File: src/adagrad_parameter_update_unit_macros.svh
// Assertion macros used by the value stage RTL of the parameter update unit.
`ifndef ADAGRAD_PARAMETER_UPDATE_UNIT_MACROS_SVH
`define ADAGRAD_PARAMETER_UPDATE_UNIT_MACROS_SVH

`ifndef ASSERT_OFF
`define APU_ASSERT(name, prop, msg) \
  name: assert property (@(posedge clk) disable iff (rst) prop) else $error(msg);
`define APU_ASSERT_NEXT(name, ante, cons, msg) \
  name: assert property (@(posedge clk) disable iff (rst) (ante) |=> (cons)) else $error(msg);
`else
`define APU_ASSERT(name, prop, msg)
`define APU_ASSERT_NEXT(name, ante, cons, msg)
`endif

`endif

File: src/apu_pkg.sv
package apu_pkg;

  localparam int NUM_VARS = 1024;
  localparam int IDX_W    = 10;
  localparam int GRAD_W   = 24;
  localparam int MAG_W    = 24;
  localparam int VAL_W    = 32;
  localparam int SUM_W    = 48;
  localparam int LR_W     = 24;
  localparam int EPS_W    = 16;
  localparam int PROD_W   = LR_W + MAG_W;
  localparam int RAD_W    = 64;
  localparam int ROOT_W   = 32;
  localparam int ROOT_STAGES = ROOT_W;
  localparam int NUM_W    = PROD_W + 1;
  localparam int DEN_W    = ROOT_W + 1;
  localparam int Q_W      = 18;
  localparam int CFG_IDX_W = 1;
  localparam int CFG_DATA_W = 24;

  localparam logic [CFG_IDX_W-1:0] REG_LEARNING_RATE    = 1'd0;
  localparam logic [CFG_IDX_W-1:0] REG_STABILITY_OFFSET = 1'd1;

  localparam logic [LR_W-1:0]  LR_RESET  = 24'd16777;
  localparam logic [EPS_W-1:0] EPS_RESET = 16'd43;

  localparam logic MODE_LOAD   = 1'b0;
  localparam logic MODE_UPDATE = 1'b1;

  // Item context that rides along the root and divide pipelines.
  typedef struct packed {
    logic              load;
    logic [IDX_W-1:0]  idx;
    logic              neg;
    logic [VAL_W-1:0]  init;
    logic              sat;
    logic [PROD_W-1:0] prod;
  } tag_t;

endpackage

File: src/apu_div.sv
module apu_div (
  input  logic                       clk,
  input  logic                       rst,
  input  logic                       en,
  input  logic                       in_valid,
  input  logic [apu_pkg::ROOT_W-1:0] in_root,
  input  apu_pkg::tag_t              in_tag,
  output logic                       out_valid,
  output logic [apu_pkg::Q_W-1:0]    out_q,
  output logic                       out_zero,
  output apu_pkg::tag_t              out_tag
);
  import apu_pkg::*;

  localparam int CMP_W = DEN_W + Q_W;

  // Entry register: numerator rounds half up against twice the root.
  logic             e_valid;
  logic [NUM_W-1:0] e_num;
  logic [DEN_W-1:0] e_den;
  logic             e_zero;
  tag_t             e_tag;

  logic             vs [Q_W];
  logic [NUM_W-1:0] rems [Q_W];
  logic [DEN_W-1:0] dens [Q_W];
  logic [Q_W-1:0]   qs [Q_W];
  logic             zs [Q_W];
  tag_t             ts [Q_W];

  always_ff @(posedge clk) begin
    if (rst) begin
      e_valid <= 1'b0;
    end else if (en) begin
      e_valid <= in_valid;
    end
  end

  always_ff @(posedge clk) begin
    if (en) begin
      e_num  <= {1'b0, in_tag.prod} + NUM_W'(in_root);
      e_den  <= {in_root, 1'b0};
      e_zero <= (in_root == '0);
      e_tag  <= in_tag;
    end
  end

  for (genvar k = 0; k < Q_W; k++) begin : g_stage
    logic             vi;
    logic [NUM_W-1:0] remi;
    logic [DEN_W-1:0] deni;
    logic [Q_W-1:0]   qi;
    logic             zi;
    tag_t             ti;
    logic [CMP_W-1:0] shifted;

    if (k == 0) begin : g_first
      assign vi   = e_valid;
      assign remi = e_num;
      assign deni = e_den;
      assign qi   = '0;
      assign zi   = e_zero;
      assign ti   = e_tag;
    end else begin : g_next
      assign vi   = vs[k-1];
      assign remi = rems[k-1];
      assign deni = dens[k-1];
      assign qi   = qs[k-1];
      assign zi   = zs[k-1];
      assign ti   = ts[k-1];
    end

    assign shifted = CMP_W'(deni) << (Q_W - 1 - k);

    always_ff @(posedge clk) begin
      if (rst) begin
        vs[k] <= 1'b0;
      end else if (en) begin
        vs[k] <= vi;
      end
    end

    always_ff @(posedge clk) begin
      if (en) begin
        dens[k] <= deni;
        zs[k]   <= zi;
        ts[k]   <= ti;
        if (CMP_W'(remi) >= shifted) begin
          rems[k] <= remi - shifted[NUM_W-1:0];
          qs[k]   <= qi | (Q_W'(1) << (Q_W - 1 - k));
        end else begin
          rems[k] <= remi;
          qs[k]   <= qi;
        end
      end
    end
  end

  assign out_valid = vs[Q_W-1];
  assign out_q     = qs[Q_W-1];
  assign out_zero  = zs[Q_W-1];
  assign out_tag   = ts[Q_W-1];

endmodule

File: config.mk
export PLATFORM = sky130hd
export DESIGN_NAME = apu_div
export DESIGN_NICKNAME = d
export VERILOG_FILES = /design/src/adagrad_parameter_update_unit_macros.svh /design/src/apu_pkg.sv /design/src/apu_div.sv
export SDC_FILE = /design/constraint.sdc
export NUM_CORES = 2
export LEC_CHECK = 0
export BUFFER_PORTS_ARGS = -buffer_cell sky130_fd_sc_hd__buf_4
export CAP_MARGIN = 20
export CORE_ASPECT_RATIO = 0.75
export CORE_MARGIN = 3
export CORE_UTILIZATION = 42
export CTS_CLUSTER_SIZE = 30
export DETAILED_ROUTE_END_ITERATION = 12
export SYNTH_ARGS = -nofsm -noshare
export SYNTH_HDL_FRONTEND = slang
export SYNTH_SLANG_ARGS = --single-unit
File: constraint.sdc
create_clock -name clk -period 4.44 [get_ports clk]
set_input_delay 0.888 -clock clk [delete_from_list [all_inputs] [get_ports clk]]
set_output_delay 0.888 -clock clk [all_outputs]
set_load 0.005 [all_outputs]
==> impl_metrics.sql <==
INSERT INTO impl_metrics (metric_group, metric, value, unit) VALUES
('timing', 'final.period_utilization', '0.981', ''),
('critical_path', 'cp_cell_sequence', 'ha_1 -> a21o_1 -> a21o_1 -> a21oi_1 -> a21boi_1 -> o41ai_1 -> buf_4 -> nand2_1 -> buf_4 -> a21oi_1 -> xor2_1 -> o21ai_0 -> buf_4', ''),
('timing', 'clock.fmax', '230', 'MHz'),
('placement', 'port_buffers', '241', ''),
('clock_tree', 'clkSinkCount', '3434', ''),
('critical_path', 'cpMaxStageDelayCell', 'sky130_fd_sc_hd__o41ai_1', ''),
('cells_and_area', 'final_layout_size_suffix_gt1_frac', '0.106', ''),
('placement', 'routabilityCongestion', '0.959', ''),
('synth', 'synth_edf_count', '3433', ''),
('timing', 'timing_worst_slew_pin_value', '1120', 'ps'),
('clock_tree', 'post_cts.repair.setup_buffers', '0', ''),
('detailed_routing', 'route.antenna.remaining_nets', '0', ''),
('synth', 'synth.distinct_cells', '95', ''),
('floorplanning', 'initial_core_util', '0.422', ''),
('synth', 'synth.ff_latch_count', '3434', ''),
('synth', 'netlist_area', '146000', 'um^2'),
('critical_path', 'worstPathRequired', '5150', 'ps'),
('pwr', 'cellLeakagePower', '61.7', 'nW'),
('pwr', 'peakVddDrop', '0.414', 'mV'),
('critical_path', 'timing.critical_path.mode_cell', 'sky130_fd_sc_hd__buf_4', ''),
('floorplanning', 'std_cell_rows', '187', ''),
('detailed_routing', 'firstDrtPassIters', '7', ''),
('grt', 'total_grt_overflow', '0', ''),
('run', 'drv.max_cap_violation_count', '0', ''),
('clock_tree', 'clk_root_buffer_cell', 'sky130_fd_sc_hd__clkbuf_16', ''),
('critical_path', 'critical-path-top-delay-family', 'compound AO/OA/AOI/OAI gates', ''),
('floorplanning', 'boundaryPins', '242', ''),
('cells_and_area', 'storage_cell_area', '103000', 'um^2'),
('floorplanning', 'dieWidth', '687', 'um'),
('grt', 'global_route.usage.met2', '0.252', ''),
('detailed_routing', 'drc', '0', ''),
('critical_path', 'criticalPathCategory', 'flop to flop', ''),
('grt', 'antenna_found_initial', '15', ''),
('critical_path', 'timing.critical_path.fanout_max', '7', ''),
('timing', 'slew_violations', '0', ''),
('timing', 'rsz0062_at_grt', 'false', ''),
('clock_tree', 'clkTransAtPathRegs', '60', 'ps'),
('critical_path', 'worst-path-buf-inv', '3', ''),
('critical_path', 'startpoint_type', 'flop', ''),
('floorplanning', 'die_area', '356000', 'um^2'),
('critical_path', 'worstSetupStartpoint', 'rems[9][14]$_DFFE_PP_', ''),
('critical_path', 'cpPeakStageDelay', '880', 'ps'),
('critical_path', 'crit_path_end_kind', 'flop', ''),
('detailed_routing', 'route.vias.total', '84000', ''),
('run_status', 'outcome', 'finished, final reports clean', ''),
('grt', 'grt_max_degree', '191', ''),
('synth', 'yosysWarningCount', '0', ''),
('timing', 'final_hold_viol_count', '0', ''),
('cells_and_area', 'most_frequent_standard_cell_in_the_layout_excluding_fill_and_tap_cells', 'sky130_fd_sc_hd__edfxtp_1', ''),
('critical_path', 'critPathArrivalTime', '5060', 'ps'),
('critical_path', 'source_of_the_worst_register_to_register_timing_path', 'rems[9][14]$_DFFE_PP_', ''),
('timing', 'max_transition_margin', '0.252', ''),
('pwr', 'pwr_density_cell', '624', 'nW/um^2'),
('timing', 'period_minus_slack', '4360', 'ps'),
('timing', 'setup_viol', '0', ''),
('timing', 'finalClockSkew', '77.2', 'ps'),
('worst_hold_path', 'min-delay-path-class', 'primary input to flop', ''),
('detailed_routing', 'post_drt_via_cell_ratio', '5.38', ''),
('worst_hold_path', 'holdCritStartpoint', 'in_tag[55]', ''),
('floorplanning', 'core_area', '347000', 'um^2'),
('synth', 'ys_seq_area_frac', '0.705', ''),
('clock_tree', 'ctsHtreeMaxLevel', '5', ''),
('detailed_routing', 'wl', '357000', 'um'),
('detailed_routing', 'drt-wirelength-per-cell', '22.9', 'um'),
('floorplanning', 'die_h', '517', 'um'),
('synth', 'synthFlopType', 'sky130_fd_sc_hd__edfxtp_1', ''),
('timing', 'tns', '0', 'ps'),
('cells_and_area', 'fillCellCount', '29700', ''),
('grt', 'gr-max-usage-layer', 'met1', ''),
('grt', 'grt_use_met1', '0.336', ''),
('clock_tree', 'clk_latency', '950', 'ps');
-- synth_stat cells (142+ instances only) --
| master | n | area share |
|---|---|---|
| sky130_fd_sc_hd__ha_1 | 607 | 0.052 |
| sky130_fd_sc_hd__nor3_1 | 146 | 0.0050 |
| sky130_fd_sc_hd__inv_1 | 748 | 0.019 |
| sky130_fd_sc_hd__a21oi_1 | 635 | 0.022 |
| sky130_fd_sc_hd__edfxtp_1 | 3433 | 0.70 |
| sky130_fd_sc_hd__xnor2_1 | 348 | 0.021 |
| sky130_fd_sc_hd__nand3_1 | 142 | 0.0049 |
| sky130_fd_sc_hd__mux2_2 | 153 | 0.012 |
| sky130_fd_sc_hd__a21o_1 | 342 | 0.018 |
| sky130_fd_sc_hd__o21ai_0 | 497 | 0.017 |
| sky130_fd_sc_hd__nand2_1 | 657 | 0.017 |
| sky130_fd_sc_hd__nor2_1 | 478 | 0.012 |
| sky130_fd_sc_hd__xor2_1 | 251 | 0.015 |
| sky130_fd_sc_hd__clkbuf_1 | 214 | 0.0055 |
-- final timing paths --
check,end,cells past startpoint,slack [ps]
min,e_tag[55]$_DFFE_PP_,1,120
max reg2reg,rems[10][38]$_DFFE_PP_,13,80
max,rems[10][38]$_DFFE_PP_,13,80
min reg2reg,ts[9][43]$_DFFE_PP_,0,400
-- cell families after synthesis --
group                      count (synthesis)  synth area share
DFF                                     3434             0.705
and+or+nand+nor                         2175            0.0731
AOI/OAI and AO/OA                       2138            0.0916
buffers and inverters                    997            0.0258
adders and majority gates                625            0.0544
xor gates and xnor gates                 599            0.0359
muxes                                    189            0.0144
-- state kept, by name, summed over array words and instances (netlist names), 18 cells and up --
register / flops
zs: 18
e_tag: 93
vs: 18
e_den: 32
ts: 1674
rems: 833
dens: 544
e_num: 49
qs: 171
-- cell type report --
type,instances,share of cell area
antenna,10,0.000151
tap,4630,0.0349
multi-input combinational,5726,0.238
clock inverter,208,0.0128
inverter,750,0.0170
sequential,3434,0.621
timing repair buffer,438,0.0226
clock buffer,401,0.0529
-- report_power, final --
| part | internal (W) | switching [W] |
|---|---|---|
| combinational | 0.0120 | 0.0179 |
| clock | 0.0159 | 0.0123 |
| sequential | 0.0419 | 0.00361 |
-- timing repair --
action / 4_1_cts / 5_1_grt
pin swaps: 0 / 0
endpoints found under the setup margin: 3 / 8
resized for setup: 1 / 6
hold buffers: 0 / 0
gates cloned: 0 / 0
-- through the flow --
stage / utilization / instances / worst slack (ps) / area (um^2) / power [W]
after floorplan: - / 10200 / 563 / 146000 / 0.0642
after global placement: 0.447 / 15000 / -212 / 155000 / 0.0752
after detailed placement: 0.447 / 15000 / -105 / 155000 / 0.0752
after CTS: 0.479 / 15600 / 83.4 / 166000 / 0.104
after global routing: 0.479 / 15600 / 13.7 / 166000 / 0.109
final: 0.479 / 15600 / 84.1 / 166000 / 0.104
-- layer usage --
metal | vias up | wire (um) | part of all wire
li1 | 39300 | - | -
met3 | 447 | 26600 | 0.075
met1 | 41500 | 188000 | 0.53
met2 | 2756 | 135000 | 0.38
met4 | 2 | 7000 | 0.020
met5 | - | 17 | 0.000048
No activity file was read; power rests on OpenSTA's default activity.
